$ cat src/sv/chcb_pkg.sv
// Shared constants, request codes and controller/datapath interface types.
package chcb_pkg;

    // Block configuration.
    localparam int MAX_CODE_LEN = 32;
    localparam int SYMBOL_COUNT = 256;

    // Field widths of the request and result channels.
    localparam int SYM_W  = 8;
    localparam int LEN_W  = 6;
    localparam int CODE_W = 32;

    // Storage geometry.
    localparam int STORE_DEPTH = 256;
    localparam int ADDR_W      = $clog2(STORE_DEPTH);
    localparam int SYM_LIMIT   = (SYMBOL_COUNT < STORE_DEPTH) ? SYMBOL_COUNT : STORE_DEPTH;
    localparam int SCAN_W      = $clog2(STORE_DEPTH + 1);
    localparam int LEN_LIMIT   = (MAX_CODE_LEN < CODE_W) ? MAX_CODE_LEN : CODE_W;
    localparam int HIST_IDX_W  = ($clog2(LEN_LIMIT) > 0) ? $clog2(LEN_LIMIT) : 1;
    localparam int HIST_W      = $clog2(STORE_DEPTH + 1);
    localparam int LCNT_W      = $clog2(LEN_LIMIT + 1);

    // Request opcodes.
    localparam logic OP_STORE = 1'b0;
    localparam logic OP_READ  = 1'b1;

    // Commands from the controller to the datapath.
    typedef struct packed {
        logic accept_store;
        logic accept_read;
        logic clear;
        logic scan_run;
        logic scan_rst;
        logic count_mode;
        logic next_step;
        logic assign_mode;
        logic lookup_rd;
        logic out_load;
    } chcb_cmd_t;

    // Status from the datapath to the controller.
    typedef struct packed {
        logic scan_done;
        logic next_last;
        logic out_free;
    } chcb_stat_t;

endpackage

$ cat src/sv/chcb_ctrl.sv
// Controller state machine that sequences request handling and table rebuilds.
module chcb_ctrl (
    input  logic                 aclk,
    input  logic                 aresetn,
    input  logic                 s_valid,
    output logic                 s_ready,
    input  logic                 s_opcode,
    input  chcb_pkg::chcb_stat_t stat,
    output chcb_pkg::chcb_cmd_t  cmd
);
    import chcb_pkg::*;

    typedef enum logic [6:0] {
        ST_IDLE   = 7'b0000001,
        ST_CLEAR  = 7'b0000010,
        ST_COUNT  = 7'b0000100,
        ST_NEXT   = 7'b0001000,
        ST_ASSIGN = 7'b0010000,
        ST_LOOKUP = 7'b0100000,
        ST_RESULT = 7'b1000000
    } state_t;

    state_t state_reg, state_next;
    logic   stale_reg, stale_next;
    logic   accept;

    assign s_ready = (state_reg == ST_IDLE);
    assign accept  = s_valid && s_ready;

    always_comb begin
        cmd        = '0;
        state_next = state_reg;
        stale_next = stale_reg;
        case (state_reg)
            ST_IDLE: begin
                if (accept) begin
                    if (s_opcode == OP_STORE) begin
                        cmd.accept_store = 1'b1;
                        stale_next       = 1'b1;
                    end else begin
                        cmd.accept_read = 1'b1;
                        state_next      = stale_reg ? ST_CLEAR : ST_LOOKUP;
                    end
                end
            end
            ST_CLEAR: begin
                cmd.clear  = 1'b1;
                state_next = ST_COUNT;
            end
            ST_COUNT: begin
                cmd.scan_run   = 1'b1;
                cmd.count_mode = 1'b1;
                if (stat.scan_done) begin
                    state_next = ST_NEXT;
                end
            end
            ST_NEXT: begin
                cmd.next_step = 1'b1;
                cmd.scan_rst  = 1'b1;
                if (stat.next_last) begin
                    state_next = ST_ASSIGN;
                end
            end
            ST_ASSIGN: begin
                cmd.scan_run    = 1'b1;
                cmd.assign_mode = 1'b1;
                if (stat.scan_done) begin
                    stale_next = 1'b0;
                    state_next = ST_LOOKUP;
                end
            end
            ST_LOOKUP: begin
                cmd.lookup_rd = 1'b1;
                state_next    = ST_RESULT;
            end
            ST_RESULT: begin
                if (stat.out_free) begin
                    cmd.out_load = 1'b1;
                    state_next   = ST_IDLE;
                end
            end
            default: begin
                state_next = ST_IDLE;
            end
        endcase
    end

    always_ff @(posedge aclk) begin
        if (!aresetn) begin
            state_reg <= ST_IDLE;
            stale_reg <= 1'b1;
        end else begin
            state_reg <= state_next;
            stale_reg <= stale_next;
        end
    end

endmodule

$ cat config.mk
export PLATFORM = sky130hd
export DESIGN_NAME = chcb_ctrl
export DESIGN_NICKNAME = d
export VERILOG_FILES = /design/src/sv/chcb_pkg.sv /design/src/sv/chcb_ctrl.sv
export SDC_FILE = /design/constraint.sdc
export NUM_CORES = 1
export LEC_CHECK = 0
export ABC_CLOCK_PERIOD_IN_PS = 1800
export BUFFER_PORTS_ARGS = -buffer_cell sky130_fd_sc_hd__buf_2
export CAP_MARGIN = 10
export CORE_ASPECT_RATIO = 0.75
export CORE_MARGIN = 4
export CORE_UTILIZATION = 30
export CTS_CLUSTER_DIAMETER = 60
export CTS_CLUSTER_SIZE = 14
export DETAILED_ROUTE_END_ITERATION = 12
export GPL_ROUTABILITY_DRIVEN = 0
export PLACE_DENSITY = 0.47
export SLEW_MARGIN = 20
export SYNTH_ARGS = -nofsm -noshare
export SYNTH_HDL_FRONTEND = slang
export SYNTH_SLANG_ARGS = --single-unit
$ cat constraint.sdc
create_clock -name aclk -period 1.8 [get_ports aclk]
set_input_delay 0.09 -clock aclk [delete_from_list [all_inputs] [get_ports aclk]]
set_output_delay 0.09 -clock aclk [all_outputs]
set_load 0.005 [all_outputs]
==> results by group, run 1 <==
Floorplanning
  – Initial core utilization: between 30% and 40%
  – Num rows: 13
  – Core footprint: 0.00184 mm2
  – Full die area: 0.00285 mm2
  – # IOs: 18
  – Die Ht: 47.3 um
  – Die X: ~60 um

Timing
  – RSZ-0062 raised after global routing: false
  – Worst Max-Slew Pin Slew: 0.441 ns
  – Fin Setup TNS: 0 ns
  – Minimum clock period: 1.66 ns
  – Final hold violation count: 0
  – Pins Over Slew Limit: 0
  – Rel. slew slack: 70.5%
  – Post-route clock period utilization: 92.2%
  – Final setup fails: 0
  – Clk_skew: just over 0.0006 ns
  – Fmax: approximately 600 MHz
  – Final Worst Setup Slack: 0.141 ns
  – WHS: 0.0412 ns

Placement
  – DP Worst Slack: 0.242 ns
  – Placed cell area: between 600 and 700 um2
  – DPL Wire Length: between 1000 and 1500 um
  – PortBufs: 17
  – Placed cell count: 110

Worst setup path
  – Startpoint types: register
  – Crit Path Max Fanout: 11
  – Critical path class: register to output port
  – Crit path capture type: output port
  – Critical Path AT: 1.57 ns
  – Worst Path Required: about 1.7 ns
  – Flop-to-flop setup slack: about 0.22 ns

Detailed routing
  – Antenna Nets Post-Route: 0
  – Via/cell ratio: 5.32
  – Avg WL per Cell: 13.4 um
  – DR vias: 601
  – DRT Pass-1 Iters: 4
  – DRC viols: 0
  – Detailed Route Iter0 Violations: 30
  – WL final: between 1500 and 2000 um

Synth
  – Post-synth EDFFs: 0
  – Yosys reg bits: 8
  – Netlist cell types: 35
  – Post-synth top area cell: dfxtp_1
  – Most common cell in the netlist: nor2_1
  – Area contributors post-synth: dfxtp_1 (26%), nor2_1 (7.3%), o21ai_0 (4.1%)
  – Syn_nets: 85
  – Synth cell count leaders: nor2_1 (12), dfxtp_1 (8), nand2_1 (6), o21ai_0 (5), inv_1 (4)
  – Post-synth top area share: 26.0%
  – Syn Inst Count: 78
  – Avg Cell Area, Syn: 7.91 um2
  – Main synth FF type: dfxtp_1
  – Mapped Area: 617 um2
  – Sequential share of the synthesized area: 26.0%
  – Yosys warns: 0
  – Async set-reset flop share out of synthesis: 0%

Layout
  – Post-layout instance count excluding filler cells: 113
  – Largest register FFs: 7
  – Nets@finish: 100
  – Ratio of cells with drive above 1 in the final layout: 33.0%
  – ANT cells: 0
  – Fillers: between 200 and 250
  – Design area: 699 um2
  – Synthesis-to-finish area growth: 13.4%

Clock tree
  – Htree depth: 1
  – CTS tree: built
  – Reg clk slew, reported paths: 0.05 ns
  – # resized after CTS: 0
  – Total CTS buffers: 3
  – # hold bufs at CTS: 0
  – Root Buffer: clkbuf_4
  – Clock sinks: 8
  – Clk_lat worst skew: 0.25 ns
  – Postcts setup bufs: 0
  – Clk buf depth: 2

Job
  – Max-cap violations: 0

Global route
  – Grt total ovfl: 0
  – Number of global-route vias before repair: 517
  – Total track usage: 11.6%
  – First-pass GRT wire length: 2410 um
  – Largest net degree at the start of global routing: 12
  – Initial antenna violation count: 0

Pwr
  – Worst vdd ir: about 0.00039 V
  – Pwr per Cell Area: 992 mW/mm2
  – P_leak: approximately 0.31 nW

Min path
  – Worst hold path class: input pin to register

Status
  – Status: finished clean
-- where the power goes --
group,switching [W],total [W],internal (W)
combinational,0.000145,0.000304,0.000159
sequential,0.0000591,0.000258,0.000199
clock,0.0000560,0.000132,0.0000760
-- stage by stage --
| stage | total power, W | utilization (%) |
|---|---|---|
| 2_1_floorplan | 0.000495 | - |
| 3_3_place_gp | 0.000562 | 36.8 |
| 3_5_place_dp | 0.000563 | 36.8 |
| 4_1_cts | 0.000700 | 38.1 |
| 5_1_grt | 0.000752 | 38.1 |
| 6_report | 0.000694 | 38.1 |
-- cell usage in the layout, fill, tap and decap left out, types with 2 or more instances in the layout --
master    synthesis  routed
nand3_1           3       3
a21oi_1           2       2
dfxtp_1           8       8
nor2_1           12      12
buf_2             3      17
nand4b_1          2       2
and4b_2           2       2
nor3_1            2       2
inv_1             4       4
nand2_1           6       6
clkbuf_4          0       3
nand4_1           2       2
o21ai_0           5       5
nor3b_1           3       3
-- routing by layer --
| metal | track usage [%] | vias to the layer above | share of wire [%] |
|---|---|---|---|
| met5 | 0 | - | 0 |
| met4 | 2.65 | 0 | 0 |
| met3 | 3.30 | 0 | 8.1 |
| met2 | 16.2 | 27 | 41 |
| met1 | 17.3 | 274 | 50 |
| li1 | - | 300 | - |
-- critical path, stage by stage (launching register included) --
cell     delay, ns
dfxtp_1       0.44
nor4_4        0.44
nand3_1       0.24
inv_1         0.09
buf_2         0.11
-- worst paths after layout --
path,startpoint,endpoint,cells past startpoint
hold reg to reg,stale_reg,state_reg[1],2
setup / recovery,state_reg[3],cmd[4],4
setup reg to reg,state_reg[3],state_reg[3],5
hold / removal,aresetn,stale_reg,2
-- cells by family (layout without fill, tap and decap cells) --
family          after synthesis  after routing  share of synthesized area, %
buf+inv                      11             24                          11.0
mux                           1              1                          1.62
compound gates               13             13                          15.0
simple gates                 43             43                          43.6
flops                         8              8                          26.0
xor+xnor                      2              2                          2.84
-- final cells by class --
cell class | count | area, um2 | area share, %
inverters | 4 | 15.0 | 2.15
clock buffers | 3 | 22.5 | 3.22
multi-input cells | 59 | 389 | 55.6
flip-flops and latches | 8 | 160 | 22.9
well taps | 22 | 27.5 | 3.94
repair buffers | 17 | 85.1 | 12.2
Note: power is estimated with default switching activity, not from simulation.
==> run 2: changes to the inputs <==
--- a/config.mk
+++ b/config.mk
@@ -15,7 +15,6 @@
 export CTS_CLUSTER_SIZE = 14
 export DETAILED_ROUTE_END_ITERATION = 12
 export GPL_ROUTABILITY_DRIVEN = 0
-export PLACE_DENSITY = 0.47
 export SLEW_MARGIN = 20
 export SYNTH_ARGS = -nofsm -noshare
 export SYNTH_HDL_FRONTEND = slang
==> results by group, run 2 (synthesized netlist as in run 1, its figures left out) <==
Status
  – Status: finished clean

Floorplanning
  – Num rows: 13 (unchanged)
  – Initial core utilization: 33.6% (unchanged)
  – Full die area: 0.00285 mm2 (unchanged)
  – Die X: 60.4 um (unchanged)
  – # IOs: 18 (unchanged)
  – Core footprint: 0.00184 mm2 (unchanged)
  – Die Ht: 47.3 um (unchanged)

Global route
  – Number of global-route vias before repair: 560 (+8.3%)
  – Total track usage: 11.7% (+0.17 points)
  – Largest net degree at the start of global routing: 12 (unchanged)
  – First-pass GRT wire length: 2440 um (+1.1%)
  – Initial antenna violation count: 0 (unchanged)
  – Grt total ovfl: 0 (unchanged)

Layout
  – Largest register FFs: 7 (unchanged)
  – Ratio of cells with drive above 1 in the final layout: 33.0% (unchanged)
  – Post-layout instance count excluding filler cells: 113 (unchanged)
  – Nets@finish: 100 (unchanged)
  – Post-layout util: 38.1% (unchanged)
  – Commonest non-fill, non-tap cells in the layout: buf_2 (17), nor2_1 (12), dfxtp_1 (8)
  – Fillers: 195 (-4.9%)
  – ANT cells: 0 (unchanged)
  – Commonest non-fill, non-tap cell in the layout: buf_2
  – Synthesis-to-finish area growth: 13.4% (unchanged)

Pwr
  – Share of power burned in registers: 36.6% (-0.6 points)
  – Int Power: 0.000434 W (about the same)
  – Logic gate share of total power: 44.2% (+0.4 points)
  – Worst vdd ir: 0.000521 V (+34%)
  – Pwr per Cell Area: 997 mW/mm2 (+0.50%)
  – Sw power: 0.000263 W (+1.3%)
  – P_leak: 0.305 nW (unchanged)
  – Sw frac: 37.7% (+0.28 points)
  – Clk pwr share: 19.2% (+0.2 points)

Clock tree
  – # resized after CTS: 0 (unchanged)
  – Htree depth: 1 (unchanged)
  – Postcts setup bufs: 0 (unchanged)
  – # hold bufs at CTS: 0 (unchanged)
  – Clk buf depth: 2 (unchanged)
  – CTS tree: built
  – Clock sinks: 8 (unchanged)
  – Clk_lat worst skew: 0.25 ns (about the same)
  – Root Buffer: clkbuf_4
  – Reg clk slew, reported paths: 0.06 ns (about the same)
  – Total CTS buffers: 3 (unchanged)

Timing
  – WHS: 0.0546 ns (+0.0134 ns)
  – Fin Setup TNS: 0 ns (unchanged)
  – Worst Max-Slew Pin Slew: 0.420 ns (-0.0215 ns)
  – Final setup fails: 0 (unchanged)
  – Final Worst Setup Slack: 0.185 ns (+0.0436 ns)
  – Post-route clock period utilization: 89.7% (-2.4 points)
  – RSZ-0062 raised after global routing: false
  – Final hold violation count: 0 (unchanged)
  – Fmax: 619 MHz (+2.7%)
  – Rel. slew slack: 72.0% (+1.4 points)
  – Clk_skew: 0.00909 ns (+0.00849 ns)
  – Minimum clock period: 1.62 ns (-0.0436 ns)
  – Pins Over Slew Limit: 0 (unchanged)

Placement
  – DPL Wire Length: 1150 um (-3.3%)
  – PortBufs: 17 (unchanged)
  – Placed cell count: 110 (unchanged)
  – DP Worst Slack: 0.273 ns (+0.0307 ns)

Min path
  – Worst hold path class: input pin to register

Detailed routing
  – DRT Pass-1 Iters: 4 (unchanged)
  – Antenna Nets Post-Route: 0 (unchanged)
  – Via/cell ratio: 5.38 (+1.2%)
  – WL final: 1500 um (-0.93%)
  – Detailed Route Iter0 Violations: 21 (-30%)
  – DR vias: 608 (+1.2%)
  – DRC viols: 0 (unchanged)
  – Avg WL per Cell: 13.2 um (-0.93%)

Worst setup path
  – Critical path class: register to output port
  – Startpoint types: register
  – Worst Path Required: 1.71 ns (about the same)
  – Crit Path Max Fanout: 11 (unchanged)
  – Crit path capture type: output port
  – Critical Path AT: 1.53 ns (-0.04 ns)

Job
  – Max-cap violations: 0 (unchanged)
## run 2: cell counts in the layout (fill, tap and decap cells not counted)
Identical to the previous run, type by type.
## run 2: final cells by class
| class | instances | area (um2) | share of cell area [%] |
|---|---|---|---|
| inverters | 4 | 15.0 | 2.15 |
| flip-flops and latches | 8 | 160 | 22.9 |
| repair buffers | 17 | 85.1 | 12.2 |
| multi-input cells | 59 | 389 | 55.6 |
| well taps | 22 | 27.5 | 3.94 |
| clock buffers | 3 | 22.5 | 3.22 |
## run 2: layer usage
| metal | vias up | global-route usage [%] | part of all wire, % | wire length (um) |
|---|---|---|---|---|
| met3 | 0 | 3.30 | 8.1 | 121 |
| met5 | - | 0 | 0 | 0 |
| met2 | 26 | 15.5 | 40 | 593 |
| li1 | 301 | - | - | - |
| met1 | 281 | 17.4 | 52 | 781 |
| met4 | 0 | 4.87 | 0 | 0 |
## run 2: power groups by stage
stage	logic [W]	registers, W	clock network, W
final	0.000308	0.000255	0.000134
after global routing	0.000351	0.000259	0.000150
after CTS	0.000308	0.000254	0.000141
after detailed placement	0.000304	0.000257	0
after global placement	0.000304	0.000256	0
after floorplan	0.000290	0.000205	0
## run 2: worst paths after layout
kind	start	to	slack (ns)	depth (start not counted)
setup reg to reg	state_reg[3]	state_reg[3]	0.25	5
setup / recovery	state_reg[3]	cmd[9]	0.18	4
hold / removal	aresetn	stale_reg	0.05	2
hold reg to reg	stale_reg	state_reg[1]	0.46	2
## run 2: stage by stage
step                power (W)  cell area [um2]
CTS                  0.000703              699
detailed placement   0.000562              677
global placement     0.000561              677
floorplan            0.000495              617
finish               0.000698              699
global route         0.000760              699
## run 2: critical path, cell delays in order, from the launching register on
cell and delay, ns:
dfxtp_1 0.43, nor3_2 0.29, and3_4 0.25, and3b_2 0.19
buf_2 0.11
==> run 3: changes to the inputs <==
==> constraint.sdc (replaced) <==
create_clock -name aclk -period 1.8 [get_ports aclk]
set_input_delay 0.18 -clock aclk [delete_from_list [all_inputs] [get_ports aclk]]
set_output_delay 0.18 -clock aclk [all_outputs]
set_load 0.005 [all_outputs]
==> results by group, run 3 (synthesized netlist as in run 1, its figures left out) <==
Status
  – Status: finished clean

Clock tree
  – Clk_lat worst skew: 0.25 ns (about the same)
  – # hold bufs at CTS: 0 (unchanged)
  – Total CTS buffers: 3 (unchanged)
  – CTS tree: built
  – Clk buf depth: 2 (unchanged)
  – Clock sinks: 8 (unchanged)
  – Htree depth: 1 (unchanged)
  – # resized after CTS: 0 (unchanged)
  – Root Buffer: clkbuf_4
  – Postcts setup bufs: 0 (unchanged)
  – Reg clk slew, reported paths: 0.06 ns (about the same)

Layout
  – Commonest non-fill, non-tap cell in the layout: buf_2
  – Post-layout util: 38.4% (+0.34 points)
  – Ratio of cells with drive above 1 in the final layout: 35.2% (+2.2 points)
  – Commonest non-fill, non-tap cells in the layout: buf_2 (17), nor2_1 (12), dfxtp_1 (7)
  – Synthesis-to-finish area growth: 14.4%
  – Fillers: 191 (-2.1%)
  – ANT cells: 0 (unchanged)
  – Largest register FFs: 7 (unchanged)
  – Storage element area: 161 um2 (+0.78%)
  – Nets@finish: 100 (unchanged)
  – Footprint of the multi-input gates: 394 um2 (+1.3%)

Timing
  – Final hold violation count: 0 (unchanged)
  – RSZ-0062 raised after global routing: true
  – Final setup fails: 0 (unchanged)
  – Worst Max-Slew Pin Slew: 0.411 ns (-0.00850 ns)
  – Fmax: 589 MHz (-4.8%)
  – Post-route clock period utilization: 94.3% (+4.5 points)
  – Pins Over Slew Limit: 0 (unchanged)
  – Minimum clock period: 1.70 ns (+0.0816 ns)
  – Clk_skew: 0.00922 ns (+0.000131 ns)
  – Rel. slew slack: 72.6% (+0.57 points)

Floorplanning
  – Initial core utilization: 33.6% (unchanged)
  – Core footprint: 0.00184 mm2 (unchanged)
  – # IOs: 18 (unchanged)
  – Die Ht: 47.3 um (unchanged)
  – Num rows: 13 (unchanged)
  – Full die area: 0.00285 mm2 (unchanged)
  – Die X: 60.4 um (unchanged)

Pwr
  – Pwr per Cell Area: 1000 mW/mm2 (+0.70%)
  – Worst vdd ir: 0.000528 V (+1.2%)
  – Design Power: 0.000709 W (+1.6%)
  – P_leak: 0.306 nW (+0.29%)

Global route
  – First-pass GRT wire length: 2440 um (unchanged)
  – Largest net degree at the start of global routing: 12 (unchanged)
  – Number of global-route vias before repair: 560 (unchanged)
  – Initial antenna violation count: 0 (unchanged)
  – Total track usage: 11.7% (unchanged)
  – Grt total ovfl: 0 (unchanged)

Worst setup path
  – Critical Path AT: 1.52 ns (about the same)
  – Crit path capture type: output port
  – Worst Path Required: 1.62 ns (-0.09 ns)
  – Crit Path Max Fanout: 11 (unchanged)
  – Startpoint types: register
  – Critical path class: register to output port

Job
  – Max-cap violations: 0 (unchanged)

Detailed routing
  – Antenna Nets Post-Route: 0 (unchanged)
  – Via/cell ratio: 5.42 (+0.82%)
  – WL final: 1500 um (+0.20%)
  – Avg WL per Cell: 13.3 um (+0.20%)
  – DR vias: 613 (+0.82%)
  – DRT Pass-1 Iters: 4 (unchanged)
  – DRC viols: 0 (unchanged)
  – Detailed Route Iter0 Violations: 26 (+24%)

Placement
  – DPL Wire Length: 1150 um (unchanged)
  – PortBufs: 17 (unchanged)

Min path
  – Worst hold path class: input pin to register
run 3: path summary, 6_finish.rpt:
kind / start / to / slack, ns / cells past startpoint
max: state_reg[3] / cmd[9] / 0.10 / 4
min: aresetn / stale_reg / 0.14 / 2
max reg2reg: state_reg[3] / state_reg[3] / 0.25 / 5
min reg2reg: stale_reg / state_reg[1] / 0.46 / 2
run 3: where the power goes:
group | internal [W] | total (W) | switching [W]
logic | 0.000162 | 0.000312 | 0.000150
clock network | 0.0000761 | 0.000134 | 0.0000582
registers | 0.000201 | 0.000263 | 0.0000612
run 3: routing by layer:
layer,share of wire (%),vias to the layer above,GRT usage (%),routed length (um)
met1,53,285,17.4,790
met4,0,0,4.87,0
met3,8.0,0,3.30,120
met2,39,27,15.5,588
met5,0,-,0,0
li1,-,301,-,-
run 3: stage by stage:
step	instance area, um2	worst slack, ns	instances	setup TNS (ns)	hold slack [ns]
final	706	0.103	113	0	0.144
after global routing	706	-0.0155	113	-0.0155	0.149
after CTS	699	0.0927	113	0	0.140
after detailed placement	677	0.273	110	0	0.404
after global placement	677	0.248	110	0	0.398
after floorplan	617	0.434	78	0	0.253
run 3: cell type report:
class,count,area share [%]
clock buffers,3,3.19
flip-flops and latches,8,22.9
repair buffers,17,12.1
multi-input cells,59,55.9
inverters,4,2.13
well taps,22,3.90
run 3: worst max-delay path, stage by stage, from the launching register on:
cell and delay, ns:
dfxtp_1 0.43, nor3_2 0.28, and3_4 0.25, and3b_2 0.19, buf_2 0.11
